`src/hdl/sirs_pkg.sv`:
```
// shared types and constants of the radix symbol converter
`default_nettype none

package sirs_pkg;

   localparam int VALUE_W    = 32;
   localparam int MAG_W      = 32;
   localparam int SYM_W      = 8;
   localparam int BASE_W     = 5;
   localparam int CSR_IDX_W  = 2;
   localparam int CSR_DATA_W = 64;
   localparam int MAX_DIGITS = 32;
   localparam int CNT_W      = 6;
   localparam int PTR_W      = 5;
   localparam int STEP_BITS  = 8;
   localparam int NSTEPS     = MAG_W / STEP_BITS;
   localparam int STEP_CNT_W = 2;
   localparam int NUM_SLOTS  = 16;
   localparam int SLOT_W     = 4;

   localparam logic [CSR_IDX_W-1:0] REG_BASE_SIZE    = 2'd0;
   localparam logic [CSR_IDX_W-1:0] REG_SYMBOLS_LOW  = 2'd1;
   localparam logic [CSR_IDX_W-1:0] REG_SYMBOLS_HIGH = 2'd2;

   localparam logic [SYM_W-1:0] MINUS_SYM = 8'h2D;
   localparam logic [SYM_W-1:0] PLUS_SYM  = 8'h2B;
   localparam logic [SYM_W-1:0] SPACE_SYM = 8'h20;
   localparam logic [SYM_W-1:0] CTRL_LO   = 8'd9;
   localparam logic [SYM_W-1:0] CTRL_HI   = 8'd13;

   localparam logic [BASE_W-1:0] MIN_BASE = 5'd2;

   typedef struct packed {
      logic load;
      logic div_step;
      logic div_first;
      logic push;
      logic out_sign;
      logic out_digit;
   } cmd_type;

   typedef struct packed {
      logic base_ok;
      logic mag_zero;
      logic neg;
      logic one_left;
      logic out_free;
   } status_type;

endpackage

`default_nettype wire

```
`src/hdl/sirs_req_if.sv`:
```
// request channel carrying the signed value
`default_nettype none

interface sirs_req_if;
   import sirs_pkg::*;

   logic                      valid;
   logic                      ready;
   logic signed [VALUE_W-1:0] value;

   modport source (output valid, output value, input ready);
   modport sink   (input valid, input value, output ready);
endinterface

`default_nettype wire

```
`src/hdl/sirs_rsp_if.sv`:
```
// result channel carrying the symbols of each request, one symbol per transfer
`default_nettype none

interface sirs_rsp_if;
   import sirs_pkg::*;

   logic             valid;
   logic             ready;
   logic [SYM_W-1:0] symbol;
   logic             last;

   modport source (output valid, output symbol, output last, input ready);
   modport sink   (input valid, input symbol, input last, output ready);
endinterface

`default_nettype wire

```
`src/hdl/sirs_csr_if.sv`:
```
// register write channel
`default_nettype none

interface sirs_csr_if;
   import sirs_pkg::*;

   logic                  valid;
   logic                  ready;
   logic [CSR_IDX_W-1:0]  index;
   logic [CSR_DATA_W-1:0] data;

   modport source (output valid, output index, output data, input ready);
   modport sink   (input valid, input index, input data, output ready);
endinterface

`default_nettype wire

```
`src/hdl/signed_integer_to_radix_symbols.sv`:
```
// top level of the signed integer to radix symbol converter
`default_nettype none

// converts each signed 32-bit request into its digits in a programmable base of
// 2 to MAX_BASE symbols, most significant digit first, one 8-bit symbol per
// result, with a leading minus symbol for negative values and last set on the
// final digit; zero gives the single symbol of digit 0, and the most negative
// value converts exactly. if the alphabet held in the registers is unusable
// (fewer than two symbols, more than MAX_BASE, a plus, minus, space or byte
// 9 to 13 among them, or a repeated symbol) a request gives no result at all.
// registers: 0 base_size (low 5 bits), 1 symbols of digits 0 to 7, 2 of digits
// 8 to 15, digit n in byte n mod 8; other indexes are ignored; all reset to 0.
// write them only while no request is in flight. one request is worked at a
// time: the request is taken, the alphabet is checked, then each digit comes from
// the shared divider (4 passes of 8 quotient bits plus a zero test), then one
// symbol is emitted per cycle while the result side keeps up. the last symbol
// sits in the output register while the next request is already taken.

module signed_integer_to_radix_symbols #(
   parameter int MAX_BASE = 16
) (
   input  logic              clock,
   input  logic              reset,
   sirs_req_if.sink          req_ch,
   sirs_rsp_if.source        rsp_ch,
   sirs_csr_if.sink          csr_ch
);
   import sirs_pkg::*;

   cmd_type    cmd;
   status_type status;

   // register writes are always taken
   assign csr_ch.ready = 1'b1;

   // sequencer: owns the request handshake and the per digit loop
   sirs_controller u_ctrl (
      .clock     (clock),
      .reset     (reset),
      .req_valid (req_ch.valid),
      .req_ready (req_ch.ready),
      .status    (status),
      .cmd       (cmd)
   );

   // datapath: registers, alphabet check, divider, digit stack, output stage
   sirs_datapath #(
      .MAX_BASE (MAX_BASE)
   ) u_dp (
      .clock      (clock),
      .reset      (reset),
      .value      (req_ch.value),
      .csr_valid  (csr_ch.valid),
      .csr_index  (csr_ch.index),
      .csr_data   (csr_ch.data),
      .cmd        (cmd),
      .status     (status),
      .rsp_valid  (rsp_ch.valid),
      .rsp_symbol (rsp_ch.symbol),
      .rsp_last   (rsp_ch.last),
      .rsp_ready  (rsp_ch.ready)
   );

endmodule

`default_nettype wire

```
`src/hdl/sirs_datapath.sv`:
```
// registers, alphabet check, shared radix divider, digit stack and output register
`default_nettype none

module sirs_datapath #(
   parameter int MAX_BASE = 16
) (
   input  logic                                clock,
   input  logic                                reset,
   input  logic signed [sirs_pkg::VALUE_W-1:0] value,
   input  logic                                csr_valid,
   input  logic [sirs_pkg::CSR_IDX_W-1:0]      csr_index,
   input  logic [sirs_pkg::CSR_DATA_W-1:0]     csr_data,
   input  sirs_pkg::cmd_type                   cmd,
   output sirs_pkg::status_type                status,
   output logic                                rsp_valid,
   output logic [sirs_pkg::SYM_W-1:0]          rsp_symbol,
   output logic                                rsp_last,
   input  logic                                rsp_ready
);
   import sirs_pkg::*;

   localparam int DIGIT_W = $clog2(MAX_BASE);

   logic [BASE_W-1:0]     base_size_ff;
   logic [CSR_DATA_W-1:0] symbols_low_ff;
   logic [CSR_DATA_W-1:0] symbols_high_ff;
   logic                  base_ok_ff;
   logic                  base_ok_in;
   logic [SYM_W-1:0]      sym_tab [NUM_SLOTS];

   logic                  neg_ff;
   logic [MAG_W-1:0]      work_ff;
   logic [MAG_W-1:0]      work_in;
   logic [BASE_W-1:0]     rem_ff;
   logic [BASE_W-1:0]     rem_in;
   logic [MAG_W-1:0]      mag_in;
   logic [CNT_W-1:0]      cnt_ff;
   logic [CNT_W-1:0]      top_idx;
   logic [DIGIT_W-1:0]    stack_ff [MAX_DIGITS];

   logic                  rsp_valid_ff;
   logic [SYM_W-1:0]      rsp_symbol_ff;
   logic                  rsp_last_ff;

   // register file
   always_ff @(posedge clock) begin
      if (reset) begin
         base_size_ff    <= '0;
         symbols_low_ff  <= '0;
         symbols_high_ff <= '0;
      end else if (csr_valid) begin
         case (csr_index)
            REG_BASE_SIZE:    base_size_ff    <= csr_data[BASE_W-1:0];
            REG_SYMBOLS_LOW:  symbols_low_ff  <= csr_data;
            REG_SYMBOLS_HIGH: symbols_high_ff <= csr_data;
            default: ;
         endcase
      end
   end

   always_comb begin
      for (int i = 0; i < NUM_SLOTS / 2; i++) begin
         sym_tab[i]                 = symbols_low_ff[i*SYM_W +: SYM_W];
         sym_tab[i + NUM_SLOTS / 2] = symbols_high_ff[i*SYM_W +: SYM_W];
      end
   end

   // alphabet check, all comparisons side by side
   always_comb begin
      base_ok_in = (base_size_ff >= MIN_BASE) && (base_size_ff <= BASE_W'(MAX_BASE));
      for (int i = 0; i < NUM_SLOTS; i++) begin
         if (BASE_W'(i) < base_size_ff) begin
            if (sym_tab[i] == PLUS_SYM || sym_tab[i] == MINUS_SYM ||
                sym_tab[i] == SPACE_SYM ||
                (sym_tab[i] >= CTRL_LO && sym_tab[i] <= CTRL_HI))
               base_ok_in = 1'b0;
            for (int j = i + 1; j < NUM_SLOTS; j++) begin
               if (BASE_W'(j) < base_size_ff && sym_tab[j] == sym_tab[i])
                  base_ok_in = 1'b0;
            end
         end
      end
   end

   always_ff @(posedge clock) begin
      if (reset) begin
         base_ok_ff <= 1'b0;
      end else begin
         base_ok_ff <= base_ok_in;
      end
   end

   // magnitude, unsigned so the most negative value survives
   assign mag_in = value[VALUE_W-1] ? (~$unsigned(value) + 1'b1) : $unsigned(value);

   // eight quotient bits per step, dividend shifts out at the top
   always_comb begin
      rem_in  = cmd.div_first ? '0 : rem_ff;
      work_in = work_ff;
      for (int k = 0; k < STEP_BITS; k++) begin
         rem_in  = {rem_in[BASE_W-2:0], work_in[MAG_W-1]};
         work_in = {work_in[MAG_W-2:0], 1'b0};
         if (rem_in >= base_size_ff) begin
            rem_in     = rem_in - base_size_ff;
            work_in[0] = 1'b1;
         end
      end
   end

   assign top_idx = cnt_ff - 1'b1;

   always_ff @(posedge clock) begin
      if (cmd.load) begin
         neg_ff  <= value[VALUE_W-1];
         work_ff <= mag_in;
      end else if (cmd.div_step) begin
         work_ff <= work_in;
         rem_ff  <= rem_in;
      end
      if (cmd.push) begin
         stack_ff[cnt_ff[PTR_W-1:0]] <= rem_in[DIGIT_W-1:0];
      end
   end

   always_ff @(posedge clock) begin
      if (reset) begin
         cnt_ff <= '0;
      end else if (cmd.load) begin
         cnt_ff <= '0;
      end else if (cmd.push) begin
         cnt_ff <= cnt_ff + 1'b1;
      end else if (cmd.out_digit) begin
         cnt_ff <= top_idx;
      end
   end

   // output register
   always_ff @(posedge clock) begin
      if (reset) begin
         rsp_valid_ff <= 1'b0;
      end else if (cmd.out_sign || cmd.out_digit) begin
         rsp_valid_ff <= 1'b1;
      end else if (rsp_ready) begin
         rsp_valid_ff <= 1'b0;
      end
   end

   always_ff @(posedge clock) begin
      if (cmd.out_sign) begin
         rsp_symbol_ff <= MINUS_SYM;
         rsp_last_ff   <= 1'b0;
      end else if (cmd.out_digit) begin
         rsp_symbol_ff <= sym_tab[SLOT_W'(stack_ff[top_idx[PTR_W-1:0]])];
         rsp_last_ff   <= (cnt_ff == CNT_W'(1));
      end
   end

   assign rsp_valid  = rsp_valid_ff;
   assign rsp_symbol = rsp_symbol_ff;
   assign rsp_last   = rsp_last_ff;

   assign status.base_ok  = base_ok_ff;
   assign status.mag_zero = (work_ff == '0);
   assign status.neg      = neg_ff;
   assign status.one_left = (cnt_ff == CNT_W'(1));
   assign status.out_free = !rsp_valid_ff || rsp_ready;

endmodule

`default_nettype wire

```
`src/hdl/sirs_controller.sv`:
```
// sequencer: accept, check alphabet, divide per digit, emit sign and digits
`default_nettype none

module sirs_controller (
   input  logic                 clock,
   input  logic                 reset,
   input  logic                 req_valid,
   output logic                 req_ready,
   input  sirs_pkg::status_type status,
   output sirs_pkg::cmd_type    cmd
);
   import sirs_pkg::*;

   localparam logic [2:0] ST_IDLE  = 3'd0;
   localparam logic [2:0] ST_CHECK = 3'd1;
   localparam logic [2:0] ST_DIV   = 3'd2;
   localparam logic [2:0] ST_TEST  = 3'd3;
   localparam logic [2:0] ST_SIGN  = 3'd4;
   localparam logic [2:0] ST_EMIT  = 3'd5;

   logic [2:0]            state_ff;
   logic [2:0]            state_in;
   logic [STEP_CNT_W-1:0] step_ff;
   logic [STEP_CNT_W-1:0] step_in;

   always_comb begin
      state_in  = state_ff;
      step_in   = step_ff;
      cmd       = '0;
      req_ready = 1'b0;
      case (state_ff)
         ST_IDLE: begin
            req_ready = 1'b1;
            if (req_valid) begin
               cmd.load = 1'b1;
               state_in = ST_CHECK;
            end
         end
         ST_CHECK: begin
            step_in  = '0;
            state_in = status.base_ok ? ST_DIV : ST_IDLE;
         end
         ST_DIV: begin
            cmd.div_step  = 1'b1;
            cmd.div_first = (step_ff == '0);
            step_in       = step_ff + 1'b1;
            if (step_ff == STEP_CNT_W'(NSTEPS - 1)) begin
               cmd.push = 1'b1;
               state_in = ST_TEST;
            end
         end
         ST_TEST: begin
            if (!status.mag_zero) begin
               state_in = ST_DIV;
            end else begin
               state_in = status.neg ? ST_SIGN : ST_EMIT;
            end
         end
         ST_SIGN: begin
            if (status.out_free) begin
               cmd.out_sign = 1'b1;
               state_in     = ST_EMIT;
            end
         end
         ST_EMIT: begin
            if (status.out_free) begin
               cmd.out_digit = 1'b1;
               if (status.one_left) state_in = ST_IDLE;
            end
         end
         default: state_in = ST_IDLE;
      endcase
   end

   always_ff @(posedge clock) begin
      if (reset) begin
         state_ff <= ST_IDLE;
         step_ff  <= '0;
      end else begin
         state_ff <= state_in;
         step_ff  <= step_in;
      end
   end

endmodule

`default_nettype wire
```
`src/flat_wrapper.sv`:
```
// flat-port wrapper written by rule: the top's interface ports become plain ports
module signed_integer_to_radix_symbols_flat import sirs_pkg::*;
#(
   parameter int MAX_BASE = 16
)
  (clock, reset, req_ch_valid, req_ch_value, req_ch_ready, rsp_ch_valid, rsp_ch_symbol, rsp_ch_last, rsp_ch_ready, csr_ch_valid, csr_ch_index, csr_ch_data, csr_ch_ready);
  sirs_req_if req_ch_i ();
  sirs_rsp_if rsp_ch_i ();
  sirs_csr_if csr_ch_i ();
  input  logic clock;
  input  logic reset;
  input wire logic [$bits(req_ch_i.valid)-1:0] req_ch_valid;
  input wire logic [$bits(req_ch_i.value)-1:0] req_ch_value;
  output wire logic [$bits(req_ch_i.ready)-1:0] req_ch_ready;
  output wire logic [$bits(rsp_ch_i.valid)-1:0] rsp_ch_valid;
  output wire logic [$bits(rsp_ch_i.symbol)-1:0] rsp_ch_symbol;
  output wire logic [$bits(rsp_ch_i.last)-1:0] rsp_ch_last;
  input wire logic [$bits(rsp_ch_i.ready)-1:0] rsp_ch_ready;
  input wire logic [$bits(csr_ch_i.valid)-1:0] csr_ch_valid;
  input wire logic [$bits(csr_ch_i.index)-1:0] csr_ch_index;
  input wire logic [$bits(csr_ch_i.data)-1:0] csr_ch_data;
  output wire logic [$bits(csr_ch_i.ready)-1:0] csr_ch_ready;
  assign req_ch_i.valid = req_ch_valid;
  assign req_ch_i.value = req_ch_value;
  assign req_ch_ready = req_ch_i.ready;
  assign rsp_ch_valid = rsp_ch_i.valid;
  assign rsp_ch_symbol = rsp_ch_i.symbol;
  assign rsp_ch_last = rsp_ch_i.last;
  assign rsp_ch_i.ready = rsp_ch_ready;
  assign csr_ch_i.valid = csr_ch_valid;
  assign csr_ch_i.index = csr_ch_index;
  assign csr_ch_i.data = csr_ch_data;
  assign csr_ch_ready = csr_ch_i.ready;
  signed_integer_to_radix_symbols #(.MAX_BASE(MAX_BASE)) u_core (.clock(clock), .reset(reset), .req_ch(req_ch_i), .rsp_ch(rsp_ch_i), .csr_ch(csr_ch_i));
endmodule
```
`config.mk`:
```
export PLATFORM = sky130hd
export DESIGN_NAME = signed_integer_to_radix_symbols_flat
export DESIGN_NICKNAME = d
export VERILOG_FILES = /design/src/hdl/sirs_pkg.sv /design/src/hdl/sirs_req_if.sv /design/src/hdl/sirs_rsp_if.sv /design/src/hdl/sirs_csr_if.sv /design/src/hdl/signed_integer_to_radix_symbols.sv /design/src/hdl/sirs_datapath.sv /design/src/hdl/sirs_controller.sv /design/src/flat_wrapper.sv
export SDC_FILE = /design/constraint.sdc
export NUM_CORES = 2
export LEC_CHECK = 0
export BUFFER_PORTS_ARGS = -buffer_cell sky130_fd_sc_hd__buf_2
export CORE_MARGIN = 5
export CORE_UTILIZATION = 54
export CTS_BUF_LIST = sky130_fd_sc_hd__clkbuf_8
export DETAILED_ROUTE_END_ITERATION = 6
export PLACE_DENSITY_LB_ADDON = 0.15
export SLEW_MARGIN = 10
export SYNTH_ARGS = -nofsm -noshare
export SYNTH_HDL_FRONTEND = slang
export SYNTH_HIERARCHICAL = 1
export SYNTH_SLANG_ARGS = --single-unit
```
`constraint.sdc`:
```
create_clock -name clock -period 17.1 [get_ports clock]
set_input_delay 1.71 -clock clock [delete_from_list [all_inputs] [get_ports clock]]
set_output_delay 1.71 -clock clock [all_outputs]
set_load 0.005 [all_outputs]
```
==> out/results.tsv <==
metric	value	unit
wl_met2	48.7	mm
synthMuxAreaShare	5.35	%
seq_area_frac_synth	27.6	%
grt_max_degree	72	
hold_depth	2	
fill_cells	4772	
cts_tree	yes	
synth_fa_ha_area_share	2.61	%
r2r-start	u_core/u_dp/base_size_ff[1]	
synthFlopType	edfxtp_1	
ios	115	
postRouteWirelength	112	mm
drtPass1Iterations	6	
cp.arrival	15.83	ns
setup.worst_path.class	register to register	
final_area	31300	µm²
top_layer	met5	
synth_area_leader_cell	xnor2_1	
rsz0062_at_grt	false	
cp_max_fo	33	
crit_start	u_core/u_dp/base_size_ff[1]	
dp.cells	3971	
globalplace.congestion	1.04	
max_freq	64.7	MHz
max_cap_violations	0	
grtUsageTotal	36.5	%
fin_util	58.3	%
avgSynthCellArea	8.63	µm²
slew_viol_final	0	
clockBufferDepth	3	
p_leak	11.6	nW
finalSetupViolCount	0	
numCtsBuffers	55	
synthToLayoutAreaGrowth	7.23	%
cp-end-kind	register	
dieArea	58800	µm²
finalPower	6.30	mW
initial_core_util	54.4	%
r2r_cells	59	
synthXorXnorAreaFrac	30.9	%
htree_levels	2	
grt_pass1_wl	166	mm
worst-path-buf-inv	2	
cp_num_cells	59	
hp-class	register to register	
grt_overflow	0	
postCtsSetupBuffers	0	
hold_start	u_core/u_dp/symbols_low_ff[4]	
status	complete, no violations	
async_flop_share	0	%
ys_warn_count	6	
cts-hold-fix-buffers	0	
power_density	201	nW/µm²
synthTopCellsByArea	xnor2_1 22%, edfxtp_1 17%, dfxtp_1 11%	
die_h	243	µm
post_drt_wl_per_cell	27.5	µm
synth-edff-count	165	
cp_slowest_cell	dfxtp_1	
synth-simple-area-share	17.3	%
routed-via-count	26695	
finalHoldViolations	0	
postRouteAntennaNets	0	
cp_common_cell	o21ai_0	
cts_root_buffer	clkbuf_8	
startpoint_type	register	
layout.nets	3491	
antenna_found_initial	7	
period_needed	15.45	ns
peakVddDrop	0.932	mV
crit_family	compound AO/OA/AOI/OAI gates	
tightest_slew	1.21	ns
core_area	53700	µm²
m1WireLength	42.4	mm
drtIter0Drc	3413	
synth_cell_types	90	
fp.dieW	243	µm
synth-seq-cells	320	
portBuffers	113	
clk_pin_slew	0.06	ns
clk_latency	0.70	ns
fin_tns_setup	0	ns
yosysMostFrequentCell	xnor2_1	
syn_inst	3382	
synth_compound_area_share	9.98	%
fin_skew	0.0413	ns
hpwl	71.7	mm
period_share	90.3	%
synth.top_cell.area_share	21.6	%
numClockSinks	320	
grt_pass1_vias	26179	
synth_top_family_by_area	XOR/XNOR gates	
placed_cell_area	30200	µm²
cts.repair.resized	0	
rows	85	
drc_errors	0	
routed_via_density	6.55	
cpPeakStageDelay	0.81	ns
layout.cells.non_filler	4078	
max_slew_margin	19.4	%
ys_top_cells_by_count	719 x xnor2_1, 314 x nand2_1, 310 x xor2_1	
netlist_area	29200	µm²
cp.required	17.49	ns
syn-num-nets	3541	
wl_met3	11.7	mm
drive_gt1_share	13.4	%
cells by family (layout without fill, tap and decap cells):
logic type	count (synthesis)	in the layout
AOI/OAI and AO/OA	448	448
DFF	320	320
muxes	119	119
and+or+nand+nor	993	993
adders and majority gates	56	56
other	1	6
xor gates and xnor gates	1030	1030
buffers and inverters	415	410
tightest hold or removal path, stage by stage, from the launching register on:
cell	delay, ns
dfxtp_1	0.31
nand2_1	0.05
a21oi_1	0.05
layout make-up:
type / count / area [µm²] / share of cell area [%]
antenna: 5 / 12.5 / 0.0400
clock buffer: 64 / 881 / 2.81
clock inverter: 38 / 229 / 0.731
inverter: 47 / 176 / 0.563
multi-input combinational: 2647 / 19400 / 62.0
sequential: 320 / 8060 / 25.7
tap: 696 / 871 / 2.78
timing repair buffer: 261 / 1680 / 5.36
power by group:
part	leakage, nW	total, mW	internal, mW	switching (mW)
logic	8.20	3.20	0.965	2.24
registers	2.76	2.39	2.36	0.0278
clock network	0.638	0.703	0.363	0.340
per-stage QoR:
stage,hold WS (ns),setup slack [ns]
2_1_floorplan,0.469,3.68
3_3_place_gp,0.441,2.42
3_5_place_dp,0.447,1.90
4_1_cts,0.455,1.87
5_1_grt,0.472,0.470
6_report,0.453,1.65
path summary, 6_finish.rpt:
| kind | slack, ns | end |
|---|---|---|
| hold / removal | 0.45 | u_core/u_dp/symbols_low_ff[4] |
| hold reg to reg | 0.45 | u_core/u_dp/symbols_low_ff[4] |
| setup reg to reg | 1.65 | u_core/u_dp/stack_ff[22][3] |
| setup / recovery | 1.65 | u_core/u_dp/stack_ff[22][3] |
sequential cells by signal, summed over array words and instances (netlist names), 2 cells and up:
name / flops
u_core/u_dp/stack_ff: 128
u_core/u_ctrl/state_ff: 3
u_core/u_dp/cnt_ff: 6
u_core/u_ctrl/step_ff: 2
u_core/u_dp/rem_ff: 4
u_core/u_dp/symbols_low_ff: 64
u_core/u_dp/rsp_symbol: 8
u_core/u_dp/symbols_high_ff: 64
u_core/u_dp/base_size_ff: 5
u_core/u_dp/work_ff: 32
placed cells by master, fill, tap and decap left out, types with 9 or more instances in the layout:
cell,count
a211o_1,10
a21bo_2,12
a21oi_1,204
a22o_1,18
a22oi_1,17
a31oi_1,41
and3_1,20
buf_2,112
buf_4,149
clkbuf_8,64
clkinv_2,13
dfxtp_1,152
edfxtp_1,165
ha_1,47
inv_1,59
mux2_2,23
mux2i_1,66
mux4_2,26
nand2_1,314
nand2b_1,25
nand3_1,48
nand3b_1,9
nand4_1,180
nor2_1,112
nor2b_1,15
nor3_1,85
nor3b_1,10
nor4_1,113
o2111ai_1,9
o21ai_0,35
o31ai_1,12
o41ai_1,11
or3_1,11
or4_1,15
xnor2_1,719
xor2_1,310
routing by layer:
layer / track usage, % / vias up
li1: - / 11620
met1: 45.2 / 12794
met2: 56.5 / 1674
met3: 8.87 / 601
met4: 24.8 / 6
met5: 0 / -
(Power assumes the default switching activity.)
